<file path="config.mk">
export PLATFORM = sky130hd
export DESIGN_NAME = lwe_phase_decrypt
export DESIGN_NICKNAME = d
export VERILOG_FILES = /design/src/rtl/core/lpd_pkg.sv /design/src/rtl/core/lpd_divider.sv /design/src/rtl/core/lpd_datapath.sv /design/src/rtl/core/lpd_controller.sv /design/src/rtl/core/lwe_phase_decrypt.sv
export SDC_FILE = /design/constraint.sdc
export NUM_CORES = 2
export LEC_CHECK = 0
export BUFFER_PORTS_ARGS = -buffer_cell sky130_fd_sc_hd__buf_2
export CAP_MARGIN = 20
export CORE_ASPECT_RATIO = 1.4
export CORE_UTILIZATION = 50
export CTS_BUF_LIST = sky130_fd_sc_hd__clkbuf_8
export DETAILED_ROUTE_END_ITERATION = 16
export PLACE_DENSITY = 0.67
export SKIP_CTS_REPAIR_TIMING = 1
export SYNTH_ARGS = -nofsm -noshare
export SYNTH_HDL_FRONTEND = slang
export SYNTH_SLANG_ARGS = --single-unit
</file>
<file path="constraint.sdc">
create_clock -name clk -period 5.15 [get_ports clk]
set_clock_uncertainty 0.2 [all_clocks]
set_input_delay 0.2575 -clock clk [delete_from_list [all_inputs] [get_ports clk]]
set_output_delay 0.2575 -clock clk [all_outputs]
set_load 0.02 [all_outputs]
</file>
<file path="src/rtl/core/lpd_pkg.sv">
// ----------------------------------------------------------------------------
// lpd_pkg
// Shared types and constants for the LWE phase decryption block.
// ----------------------------------------------------------------------------
package lpd_pkg;

    // Default torus width and the fixed field widths of the streams and registers.
    localparam int LPD_TORUS_BITS = 32;
    localparam int LPD_WORD_BITS  = 32;
    localparam int LPD_OUT_BITS   = 16;
    localparam int LPD_PMOD_BITS  = 17;
    localparam int LPD_ADDR_BITS  = 4;

    // Register index, taken from paddr[3:2].
    typedef enum logic [1:0] {
        REG_IDX_MODE  = 2'd0,
        REG_IDX_DELTA = 2'd1,
        REG_IDX_PMOD  = 2'd2
    } reg_idx_t;

    typedef enum logic [2:0] {
        ST_IDLE,
        ST_PHASE,
        ST_QSTART,
        ST_QWAIT,
        ST_ROUND,
        ST_MSTART,
        ST_MWAIT,
        ST_WRITE
    } lpd_state_t;

    typedef enum logic [1:0] {
        RES_BIT,
        RES_ZERO,
        RES_MOD
    } result_sel_t;

    typedef struct packed {
        logic        take_input;
        logic        form_phase;
        logic        div_start;
        logic        div_second;
        logic        round_quot;
        logic        write_result;
        result_sel_t result_sel;
    } lpd_cmd_t;

    typedef struct packed {
        logic body_taken;
        logic div_done;
        logic mode_int;
        logic div_by_zero;
        logic out_free;
    } lpd_status_t;

endpackage

</file>
<file path="src/rtl/core/lpd_divider.sv">
// ----------------------------------------------------------------------------
// lpd_divider
// Restoring radix-2 divider, one quotient bit per cycle, 32-bit divisor.
// ----------------------------------------------------------------------------
module lpd_divider
    import lpd_pkg::*;
#(
    parameter int DIVIDEND_BITS = LPD_TORUS_BITS
)
(
    input  logic                     clk,
    input  logic                     rst_n,
    input  logic                     start,
    input  logic [DIVIDEND_BITS-1:0] dividend,
    input  logic [LPD_WORD_BITS-1:0] divisor,
    output logic                     done,
    output logic [DIVIDEND_BITS-1:0] quotient,
    output logic [LPD_WORD_BITS-1:0] remainder
);

    localparam int CNT_BITS = $clog2(DIVIDEND_BITS + 1);

    logic [DIVIDEND_BITS-1:0] quo_reg, quo_next;
    logic [LPD_WORD_BITS-1:0] rem_reg, rem_next;
    logic [LPD_WORD_BITS-1:0] dvs_reg, dvs_next;
    logic [CNT_BITS-1:0]      cnt_reg, cnt_next;
    logic                     done_reg, done_next;

    logic [LPD_WORD_BITS:0]   trial;
    logic [LPD_WORD_BITS:0]   diff;
    logic                     fits;

    // The remainder always stays below the divisor, so 32 bits hold it.
    assign trial = {rem_reg, quo_reg[DIVIDEND_BITS-1]};
    assign fits  = trial >= {1'b0, dvs_reg};
    assign diff  = trial - {1'b0, dvs_reg};

    always_comb
    begin
        quo_next  = quo_reg;
        rem_next  = rem_reg;
        dvs_next  = dvs_reg;
        cnt_next  = cnt_reg;
        done_next = 1'b0;
        if (start)
        begin
            quo_next = dividend;
            rem_next = '0;
            dvs_next = divisor;
            cnt_next = CNT_BITS'(DIVIDEND_BITS);
        end
        else if (cnt_reg != '0)
        begin
            rem_next  = fits ? diff[LPD_WORD_BITS-1:0] : trial[LPD_WORD_BITS-1:0];
            quo_next  = {quo_reg[DIVIDEND_BITS-2:0], fits};
            cnt_next  = cnt_reg - CNT_BITS'(1);
            done_next = (cnt_reg == CNT_BITS'(1));
        end
    end

    always_ff @(posedge clk or negedge rst_n)
    begin
        if (!rst_n)
        begin
            cnt_reg  <= '0;
            done_reg <= 1'b0;
        end
        else
        begin
            cnt_reg  <= cnt_next;
            done_reg <= done_next;
        end
    end

    always_ff @(posedge clk)
    begin
        quo_reg <= quo_next;
        rem_reg <= rem_next;
        dvs_reg <= dvs_next;
    end

    assign done      = done_reg;
    assign quotient  = quo_reg;
    assign remainder = rem_reg;

endmodule

</file>
<file path="src/rtl/core/lpd_datapath.sv">
// ----------------------------------------------------------------------------
// lpd_datapath
// Product register, phase accumulator, rounding and the output register.
// ----------------------------------------------------------------------------
module lpd_datapath
    import lpd_pkg::*;
#(
    parameter int TORUS_BITS = LPD_TORUS_BITS
)
(
    input  logic                     clk,
    input  logic                     rst_n,
    input  lpd_cmd_t                 cmd,
    output lpd_status_t              status,
    input  logic                     in_valid,
    input  logic [LPD_WORD_BITS-1:0] cipher_word,
    input  logic [LPD_WORD_BITS-1:0] key_word,
    input  logic                     is_body,
    input  logic                     out_ready,
    output logic                     out_valid,
    output logic [LPD_OUT_BITS-1:0]  plain_value,
    input  logic                     decrypt_mode,
    input  logic [LPD_WORD_BITS-1:0] delta,
    input  logic [LPD_PMOD_BITS-1:0] pt_modulus
);

    logic [2*LPD_WORD_BITS-1:0] prod_full;
    logic [TORUS_BITS-1:0]      prod_reg, prod_next;
    logic                       prod_valid_reg, prod_valid_next;
    logic [TORUS_BITS-1:0]      acc_reg, acc_next;
    logic [LPD_WORD_BITS-1:0]   body_reg, body_next;
    logic [TORUS_BITS-1:0]      phase_reg, phase_next;
    logic [TORUS_BITS-1:0]      quot_reg, quot_next;
    logic                       out_valid_reg, out_valid_next;
    logic [LPD_OUT_BITS-1:0]    out_data_reg, out_data_next;

    logic                       mask_taken;
    logic                       body_taken;
    logic                       round_up;
    logic                       phase_positive;
    logic [TORUS_BITS-1:0]      div_dividend;
    logic [LPD_WORD_BITS-1:0]   div_divisor;
    logic                       div_done;
    logic [TORUS_BITS-1:0]      div_quot;
    logic [LPD_WORD_BITS-1:0]   div_rem;

    assign mask_taken = in_valid && cmd.take_input && !is_body;
    assign body_taken = in_valid && cmd.take_input && is_body;

    assign prod_full = 64'(cipher_word) * 64'(key_word);

    // The divider is shared: first phase by delta, then the rounded
    // quotient by the plain modulus.
    assign div_dividend = cmd.div_second ? quot_reg : phase_reg;
    assign div_divisor  = cmd.div_second ? LPD_WORD_BITS'(pt_modulus) : delta;

    lpd_divider #(
        .DIVIDEND_BITS (TORUS_BITS)
    ) u_divider (
        .clk       (clk),
        .rst_n     (rst_n),
        .start     (cmd.div_start),
        .dividend  (div_dividend),
        .divisor   (div_divisor),
        .done      (div_done),
        .quotient  (div_quot),
        .remainder (div_rem)
    );

    // Half up: round when twice the remainder reaches delta.
    assign round_up       = {div_rem, 1'b0} >= {1'b0, delta};
    assign phase_positive = (phase_reg != '0) && !phase_reg[TORUS_BITS-1];

    always_comb
    begin
        prod_next       = prod_full[TORUS_BITS-1:0];
        prod_valid_next = mask_taken;
        body_next       = body_taken ? cipher_word : body_reg;
        phase_next      = phase_reg;
        quot_next       = quot_reg;
        acc_next        = acc_reg;
        out_valid_next  = out_valid_reg && !out_ready;
        out_data_next   = out_data_reg;

        if (cmd.form_phase)
        begin
            phase_next = acc_reg + TORUS_BITS'(body_reg);
            acc_next   = '0;
        end
        else if (prod_valid_reg)
        begin
            acc_next = acc_reg - prod_reg;
        end

        if (cmd.round_quot)
        begin
            quot_next = div_quot + TORUS_BITS'(round_up);
        end

        if (cmd.write_result)
        begin
            out_valid_next = 1'b1;
            case (cmd.result_sel)
                RES_BIT:  out_data_next = LPD_OUT_BITS'(phase_positive);
                RES_MOD:  out_data_next = div_rem[LPD_OUT_BITS-1:0];
                default:  out_data_next = '0;
            endcase
        end
    end

    always_ff @(posedge clk or negedge rst_n)
    begin
        if (!rst_n)
        begin
            prod_valid_reg <= 1'b0;
            acc_reg        <= '0;
            out_valid_reg  <= 1'b0;
        end
        else
        begin
            prod_valid_reg <= prod_valid_next;
            acc_reg        <= acc_next;
            out_valid_reg  <= out_valid_next;
        end
    end

    always_ff @(posedge clk)
    begin
        prod_reg     <= prod_next;
        body_reg     <= body_next;
        phase_reg    <= phase_next;
        quot_reg     <= quot_next;
        out_data_reg <= out_data_next;
    end

    assign status.body_taken  = body_taken;
    assign status.div_done    = div_done;
    assign status.mode_int    = decrypt_mode;
    assign status.div_by_zero = (delta == '0) || (pt_modulus == '0);
    assign status.out_free    = !out_valid_reg || out_ready;

    assign out_valid   = out_valid_reg;
    assign plain_value = out_data_reg;

endmodule

</file>
<file path="src/rtl/core/lpd_controller.sv">
// ----------------------------------------------------------------------------
// lpd_controller
// Sequencer for the body item: phase, in integer mode two divisions with rounding between them, write-out.
// ----------------------------------------------------------------------------
module lpd_controller
    import lpd_pkg::*;
(
    input  logic        clk,
    input  logic        rst_n,
    input  lpd_status_t status,
    output lpd_cmd_t    cmd
);

    lpd_state_t state_reg, state_next;

    always_ff @(posedge clk or negedge rst_n)
    begin
        if (!rst_n)
        begin
            state_reg <= ST_IDLE;
        end
        else
        begin
            state_reg <= state_next;
        end
    end

    always_comb
    begin
        state_next       = state_reg;
        cmd.take_input   = 1'b0;
        cmd.form_phase   = 1'b0;
        cmd.div_start    = 1'b0;
        cmd.div_second   = 1'b0;
        cmd.round_quot   = 1'b0;
        cmd.write_result = 1'b0;
        if (!status.mode_int)
        begin
            cmd.result_sel = RES_BIT;
        end
        else if (status.div_by_zero)
        begin
            cmd.result_sel = RES_ZERO;
        end
        else
        begin
            cmd.result_sel = RES_MOD;
        end

        case (state_reg)
            ST_IDLE:
            begin
                cmd.take_input = 1'b1;
                if (status.body_taken)
                begin
                    state_next = ST_PHASE;
                end
            end
            ST_PHASE:
            begin
                cmd.form_phase = 1'b1;
                if (status.mode_int && !status.div_by_zero)
                begin
                    state_next = ST_QSTART;
                end
                else
                begin
                    state_next = ST_WRITE;
                end
            end
            ST_QSTART:
            begin
                cmd.div_start = 1'b1;
                state_next    = ST_QWAIT;
            end
            ST_QWAIT:
            begin
                if (status.div_done)
                begin
                    state_next = ST_ROUND;
                end
            end
            ST_ROUND:
            begin
                cmd.round_quot = 1'b1;
                state_next     = ST_MSTART;
            end
            ST_MSTART:
            begin
                cmd.div_start  = 1'b1;
                cmd.div_second = 1'b1;
                state_next     = ST_MWAIT;
            end
            ST_MWAIT:
            begin
                cmd.div_second = 1'b1;
                if (status.div_done)
                begin
                    state_next = ST_WRITE;
                end
            end
            ST_WRITE:
            begin
                if (status.out_free)
                begin
                    cmd.write_result = 1'b1;
                    state_next       = ST_IDLE;
                end
            end
            default:
            begin
                state_next = ST_IDLE;
            end
        endcase
    end

endmodule

</file>
<file path="src/rtl/core/lwe_phase_decrypt.sv">
// ----------------------------------------------------------------------------
// lwe_phase_decrypt
// LWE ciphertext decryption: streamed multiply-accumulate, then decode.
// ----------------------------------------------------------------------------
// Mask items (tlast low) are taken one per cycle; each product is registered
// and subtracted from the phase accumulator on the next cycle. The body item
// (tlast high) closes the ciphertext and blocks the input until its result is
// in the output register. In bit mode the body goes from the phase state
// straight to the write state. In integer mode the shared one-bit-per-cycle
// divider runs twice (phase by delta, then the rounded quotient by the plain
// modulus) before the write state. Either way the body also waits while an
// earlier result still sits unread in the output register. A finished result
// may wait in the output register while the next ciphertext's mask items
// stream in.
module lwe_phase_decrypt
    import lpd_pkg::*;
#(
    parameter int TORUS_BITS = LPD_TORUS_BITS
)
(
    input  logic                     clk,
    input  logic                     rst_n,
    // s_tdata fields from bit 0: cipher_word[31:0], key_word[63:32]
    input  logic                     s_tvalid,
    output logic                     s_tready,
    input  logic [2*LPD_WORD_BITS-1:0] s_tdata,
    // s_tlast carries is_body
    input  logic                     s_tlast,
    output logic                     m_tvalid,
    input  logic                     m_tready,
    // m_tdata fields from bit 0: plain_value[15:0]
    output logic [LPD_OUT_BITS-1:0]  m_tdata,
    input  logic                     psel,
    input  logic                     penable,
    input  logic                     pwrite,
    input  logic [LPD_ADDR_BITS-1:0] paddr,
    input  logic [LPD_WORD_BITS-1:0] pwdata,
    output logic [LPD_WORD_BITS-1:0] prdata,
    output logic                     pready
);

    logic                     mode_reg, mode_next;
    logic [LPD_WORD_BITS-1:0] delta_reg, delta_next;
    logic [LPD_PMOD_BITS-1:0] pmod_reg, pmod_next;
    logic                     cfg_write;

    lpd_cmd_t                 cmd;
    lpd_status_t              status;

    assign pready    = 1'b1;
    assign cfg_write = psel && penable && pwrite && pready;

    always_comb
    begin
        mode_next  = mode_reg;
        delta_next = delta_reg;
        pmod_next  = pmod_reg;
        if (cfg_write)
        begin
            case (paddr[3:2])
                REG_IDX_MODE:  mode_next  = pwdata[0];
                REG_IDX_DELTA: delta_next = pwdata;
                REG_IDX_PMOD:  pmod_next  = pwdata[LPD_PMOD_BITS-1:0];
                default:       mode_next  = mode_reg;
            endcase
        end
    end

    always_comb
    begin
        case (paddr[3:2])
            REG_IDX_MODE:  prdata = LPD_WORD_BITS'(mode_reg);
            REG_IDX_DELTA: prdata = delta_reg;
            REG_IDX_PMOD:  prdata = LPD_WORD_BITS'(pmod_reg);
            default:       prdata = '0;
        endcase
    end

    always_ff @(posedge clk or negedge rst_n)
    begin
        if (!rst_n)
        begin
            mode_reg  <= 1'b0;
            delta_reg <= 32'd536870912;
            pmod_reg  <= 17'd8;
        end
        else
        begin
            mode_reg  <= mode_next;
            delta_reg <= delta_next;
            pmod_reg  <= pmod_next;
        end
    end

    lpd_controller u_controller (
        .clk    (clk),
        .rst_n  (rst_n),
        .status (status),
        .cmd    (cmd)
    );

    lpd_datapath #(
        .TORUS_BITS (TORUS_BITS)
    ) u_datapath (
        .clk           (clk),
        .rst_n         (rst_n),
        .cmd           (cmd),
        .status        (status),
        .in_valid      (s_tvalid),
        .cipher_word   (s_tdata[LPD_WORD_BITS-1:0]),
        .key_word      (s_tdata[2*LPD_WORD_BITS-1:LPD_WORD_BITS]),
        .is_body       (s_tlast),
        .out_ready     (m_tready),
        .out_valid     (m_tvalid),
        .plain_value   (m_tdata),
        .decrypt_mode  (mode_reg),
        .delta         (delta_reg),
        .pt_modulus    (pmod_reg)
    );

    assign s_tready = cmd.take_input;

endmodule

</file>
Yosys cells after proc, flatten, opt, wreduce, memory -nomap -nowiden
Index checks and enable logic that the tools add are counted.
{"block": "word_totals", "register_bits": 334, "latchBits": 0, "ramBits": 0, "rom_bits": 0, "input_bits": 108, "out_inout_bits": 51, "wordCells": 100, "memories": 0}
{"block": "op_classes", "addsub": 5, "mul": 1, "div": 0, "n_lt_le_gt_ge": 2, "n_eq_ne": 15, "n_shift": 0, "n_mux": 29, "bitwise_logic": 0, "n_reduce_logical": 30}
{"cell": "2-to-1 mux 32 bit", "n": 6}
{"cell": "case mux 32 bit (3 select lines)", "n": 1}
{"cell": ">= comparator 33 x 32 -> 1 bit", "n": 2}
{"cell": "subtractor 32 bit", "n": 2}
{"cell": "adder 32 x 1 -> 32 bit", "n": 1}
{"cell": "adder 32 bit", "n": 1}
{"cell": "logical NOT 32 bit", "n": 1}
{"cell": "multiplier 32 x 32 -> 32 bit", "n": 1}
{"cell": "case mux 16 bit (2 select lines)", "n": 1}
{"cell": "nonzero test 32 bit", "n": 1}
{"cell": "case mux 3 bit (8 select lines)", "n": 1}
{"cell": "logical NOT 17 bit", "n": 1}
{"cell": "2-to-1 mux 17 bit", "n": 1}
{"cell": "2-to-1 mux 3 bit", "n": 5}
{"cell": "equality test 3 bit (second input constant)", "n": 4}
{"cell": "2-to-1 mux 6 bit", "n": 2}
{"cell": "2-to-1 mux 1 bit", "n": 10}
{"cell": "logical AND 1 bit", "n": 8}
{"cell": "equality test 3 x 2 -> 1 bit (second input constant)", "n": 2}
{"cell": "equality test 6 x 1 -> 1 bit (second input constant)", "n": 1}
{"cell": "inequality test 2 x 1 -> 1 bit (second input constant)", "n": 3}
{"cell": "AND reduction 2 bit", "n": 3}
{"cell": "nonzero test 6 bit", "n": 1}
{"cell": "subtractor 6 x 1 -> 6 bit (second input constant)", "n": 1}
{"cell": "12 further kinds", "n": 22}

Depth between registers and ports, before layout
{"block": "depth", "ltp_word": 6, "depth_mapped": 29, "depth_no_buf": 27}

Hierarchy
Synthesis repeated with hierarchy kept, for this count alone.
{"block": "hier_totals", "cells_unflattened": 3539, "hier_area_um2": 34718.3}
{"module": "lpd_datapath", "instances": 1, "cells_each": 2776, "area_each_um2": 26337.8, "seq_area_each_um2": 4854.7}
{"module": "lpd_divider", "instances": 1, "cells_each": 579, "area_each_um2": 5915.7, "seq_area_each_um2": 2737.6}
{"module": "lwe_phase_decrypt", "instances": 1, "cells_each": 151, "area_each_um2": 2214.6, "seq_area_each_um2": 1253.7}
{"module": "lpd_controller", "instances": 1, "cells_each": 33, "area_each_um2": 250.2, "seq_area_each_um2": 75.1}

Worst setup path before layout
OpenSTA, ideal clock, no wires.
{"block": "synth_timing", "path_kind": "input to register", "from": "in s_tdata[35]", "to": "reg u_datapath.prod_reg[30]", "setup_ps": 126, "t_arrival_ps": 6510, "required_time_ps": 4824, "setup_slack_ps": -1686, "cell_stages": 25, "n_path_buf": 2, "cell_sequence": "clkbuf_1 clkbuf_1 and2_1 fa_1 inv_1 fa_1 fa_1 fa_1 inv_1 ha_1 ha_1 fa_1 fa_1 ha_1 and2_1 a221oi_1 a21boi_1 a31oi_1 o31a_1 nand4_1 a211o_1 a21oi_1 a211oi_1 a22oi_1 xor2_1"}
{"block": "synth_via", "elab_chain_len": 1}
{"item": "from (decl)", "line_no": "lwe_phase_decrypt.sv:26", "source": "input logic [2*LPD_WORD_BITS-1:0] s_tdata,"}
{"item": "multiplier 32 x 32 -> 32 bit", "line_no": "lpd_datapath.sv:50", "source": "assign prod_full = 64'(cipher_word) * 64'(key_word);"}
{"item": "net u_datapath.prod_full[30]", "line_no": "lpd_datapath.sv:27", "source": "logic [2*LPD_WORD_BITS-1:0] prod_full;"}
{"item": "to (signal assigned)", "line_no": "lpd_datapath.sv:129", "source": "prod_reg <= prod_next;"}
{"item": "to (decl)", "line_no": "lpd_datapath.sv:28", "source": "logic [TORUS_BITS-1:0] prod_reg, prod_next;"}
The timed path passes the listed nets, and every way through them passes these cells.
A chain may end at the register's enable or synchronous reset.

Worst setup path in the final report
{"block": "layout_timing", "from": "in s_tdata[38]", "to": "reg u_datapath.prod_reg[31]"}
Same word-level chain as after synthesis.

==> run summary <==
The total met3 wirelength after detailed routing is 3426 µm. The total of flip-flops plus latches after synthesis is 334. The most numerous cell on the critical path is fa_1. The normalized max-slew margin came out at 0.3536. The worst setup path is launched from an input port. The cell family contributing the most delay on the critical path is adder cells. STA classifies the critical path endpoint as a flip-flop. The post-route core utilization is 0.5978. The fraction of final layout cells sized beyond drive strength 1 is 0.1686. The worst-case setup margin in the final layout is -1.163 ns. The dominant combinational cell family by area after synthesis is adder cells.

The quantity of I/O buffers inserted on ports came out at 155. The width of the die is 223.8 µm. The fill cell total of the finished layout is 5,777. The final reports fail on negative setup slack.

The library cell used most frequently in the layout, excluding fill and tap cells, is inv_1. After synthesis, the share of flip-flops with an asynchronous set or reset is 0.2814. The first global-routing pass estimated 148,100 µm of wire. The maximum clock path buffer count came out at 3.

The arrival time at the worst endpoint came out at 6.61 ns. The final hold violation count is 0. The die outline area came out at 69,910 µm². The min-delay analysis places its worst path in the category in -> reg.

The number of max-slew violations in the final report was 0. The share of the synthesized netlist area taken by xor and xnor gates is 0.05038. The top-area cell type share of the netlist area is 0.2390.

The number of distinct library cell variants in the gate-level netlist after synthesis is 74. The largest net degree at the start of global routing came out at 70. The yosys synthesis warning count is 0.

After technology mapping, the gate count stands at 3,537. In this run the number of H-tree levels came out at 2. Walking the worst path, the cells encountered are buf_4, and2_4, fa_1, fa_1, fa_1, inv_2, fa_1, inv_2, fa_1, fa_1, fa_1, fa_1, ha_4, a21o_1, a21o_1, a21oi_2, and3_4, a211oi_4, nor3_2, o41ai_2, a21oi_1, xnor2_2. The number of enable flip-flop cells after synthesis is 176. The number of ports placed on the die boundary came out at 159. The actual transition at the worst max-transition pin came out at 0.9695 ns. The number of global-route vias before repair is 28,069. The instance area at placement is 37,840 µm².

The number of max-cap violations is 0. In the synthesized netlist the dominant register cell turns out to be edfxtp_1. The final clock period utilization by the worst path is 1.226. The capture endpoint of the worst hold path is mode_reg. The area of the multi-input gates is 23,570 µm². The met2 routed wirelength is 51,750 µm. The total of endpoints with negative setup slack in the final report is 20.

On the critical path, the stage with the largest delay is an instance of fa_1. The fraction of the mapped netlist area in compound gates was 0.09599. TritonCTS built the clock tree.

The detail route stage leaves a number of antenna-violating nets equal to 0. The startpoint of the worst register-to-register path is delta_reg[1]. The required arrival time at the worst endpoint came out at 5.44 ns. Row generation in the floorplan step produced 113 rows.

The routed layout has 26,423 vias. The endpoint identified for the worst register-to-register timing path is u_datapath.quot_reg[28]. In the final routed layout, each cell accounts on average for 19.56 µm.

The worst hold path passes through 4 cells. Routed signal wires occupy layers up through met4. The buffer cell driving the clock tree root is clkbuf_8. The simple-gate area share of the yosys netlist is 0.1565.

Summed over all nets, the half-perimeter wirelength after detailed placement is 75,980 µm. Counting the buffers created by CTS gives 50. The post-synthesis net count came out at 4,312.

The violation count after the first detailed-route iteration came out at 1,332. The routed wire length came out at 95,880 µm. The layout net count is 4,713. The clock latency on the worst-skew pair is 0.62 ns.

Setup repair after global routing could not meet its margin everywhere. The critical path contains buffers and inverters numbering 3 combined. The length of routed wiring on met1 is 33,320 µm.

After synthesis, the share of cell area in mux cells is 0.03308. The synthesized area is 34,420 µm². The hold path startpoint is pwrite. Static timing analysis puts the maximum clock frequency at 0.1584 GHz. The number of antenna violations at the first check in global routing is 1. The flow ran to the end, but the final reports show violations. The synthesis-to-finish area growth came out at 18.10%.

The final cell area excluding filler cells is 40,650 µm². The top cell types in the final layout, fill and taps aside, are inv_1 (524), fa_1 (379), and2_1 (339). The highest cell delay on the worst timing path came out at 0.58 ns. The worst setup path is of the in -> reg kind. The fraction of the yosys area taken by sequential cells came out at 0.2592. Summed over all layers, the global routing overflow is 0. The biggest fanout along the worst timing path is 8. The path depth of the worst reg2reg path came out at 23. The core footprint is 68,010 µm². After synthesis, the mean cell area works out to 9.732 µm². The DRC violation count after routing is 0. The storage element area is 8924 µm². The global placer's final weighted congestion is 0.9435. For the finished layout, the period the worst path requires is 6.313 ns. The number of vias per cell came out at 5.391. The initial cell density of the core came out at 0.5062. The aggregate global-route resource usage came out at 0.2741. Setup slack on the worst reg-to-reg path comes out at 0.43 ns. By area the synthesized netlist is led by fa_1 (24%), edfxtp_1 (15%), ha_1 (9.3%), dfrtp_1 (6.7%), and2_1 (6.5%).

The clock slew seen by the registers of the worst setup and hold paths is 0.07 ns. Summed over all instances, the cell type with the most area after synthesis is fa_1. The number of sinks handled by clock tree synthesis came out at 334. The adder and majority cell fraction of the synthesized area came out at 0.3321. The number of search-and-repair iterations in the first detailed-routing pass is 5.

The die outline height is 312.5 µm.
cell families after synthesis:
group	count (synthesis)
and+or+nand+nor	1056
adders and majority gates	667
buffers and inverters	664
AOI/OAI and AO/OA	508
DFF	334
xor gates and xnor gates	198
muxes	109
other	1
worst max-delay path by stage:
stage	startpoint	endpoint	slack, ns	depth (start not counted)
after floorplan	s_tdata[35]	u_datapath.prod_reg[30]	-1.45	25
after global placement	s_tdata[6]	u_datapath.prod_reg[31]	-1.90	25
after detailed placement	s_tdata[13]	u_datapath.prod_reg[31]	-1.90	25
after CTS	s_tdata[13]	u_datapath.prod_reg[31]	-1.26	25
after global routing	s_tdata[34]	u_datapath.prod_reg[31]	-1.31	23
final	s_tdata[38]	u_datapath.prod_reg[31]	-1.16	22
worst register-to-register path, cell delays in order, from the launching register on:
cell and delay, ns:
dfrtp_1 0.38, inv_1 0.21, ha_1 0.27, nor2b_1 0.16
o21a_1 0.18, o21ai_0 0.15, nand2b_1 0.07, a21oi_1 0.13
nor2b_1 0.06, o21ai_0 0.14, a21oi_1 0.08, or4_1 0.46
a21oi_1 0.16, buf_4 0.15, o211ai_1 0.19, ha_1 0.30
ha_1 0.21, and3_1 0.21, nand2_1 0.10, nor2_1 0.07
and4_1 0.23, nor2b_1 0.17, nand2_1 0.09, xnor2_1 0.06
cells in the mapped netlist, types with 18 or more instances:
master,number
mux2i_1,71
o21bai_1,22
ha_1,256
and3_1,18
o21ai_0,83
a211oi_1,68
inv_1,516
and2_1,356
mux2_2,38
fa_1,411
edfxtp_1,176
nor4_1,22
xnor2_1,147
nand3_1,28
nor3_1,37
nand4_1,22
o21ai_1,32
nor2b_1,58
nor2_1,148
dfxtp_1,64
a21oi_1,136
a21o_1,52
clkbuf_1,135
dfrtp_1,92
nand2_1,325
xor2_1,51
metrics by stage:
stage / setup TNS [ns] / cells / setup slack (ns) / hold slack [ns]
2_1_floorplan: -20.03 / 3537 / -1.451 / -0.2381
3_3_place_gp: -26.72 / 4704 / -1.895 / 0.1901
3_5_place_dp: -28.84 / 4706 / -1.897 / 0.1992
4_1_cts: -14.92 / 4800 / -1.259 / -0.4704
5_1_grt: -14.98 / 4901 / -1.307 / 0.04052
6_report: -12.45 / 4901 / -1.163 / 0.03132
routing by layer:
layer / global-route usage / vias up
li1: - / 12326
met1: 0.2801 / 13081
met2: 0.5232 / 722
met3: 0.02473 / 294
met4: 0.1862 / 0
met5: 0 / -
cell type report:
cell class | count | area share
Multi-Input combinational cell | 2539 | 0.5797
Sequential cell | 334 | 0.2195
Timing Repair Buffer | 497 | 0.09879
Inverter | 516 | 0.04764
Tap cell | 920 | 0.02831
Clock buffer | 57 | 0.01930
Clock inverter | 37 | 0.006679
Antenna cell | 1 | 0.00006155
Power is not shown: default switching activity piles up to over one toggle a cycle in this logic, so the estimate is an artifact.
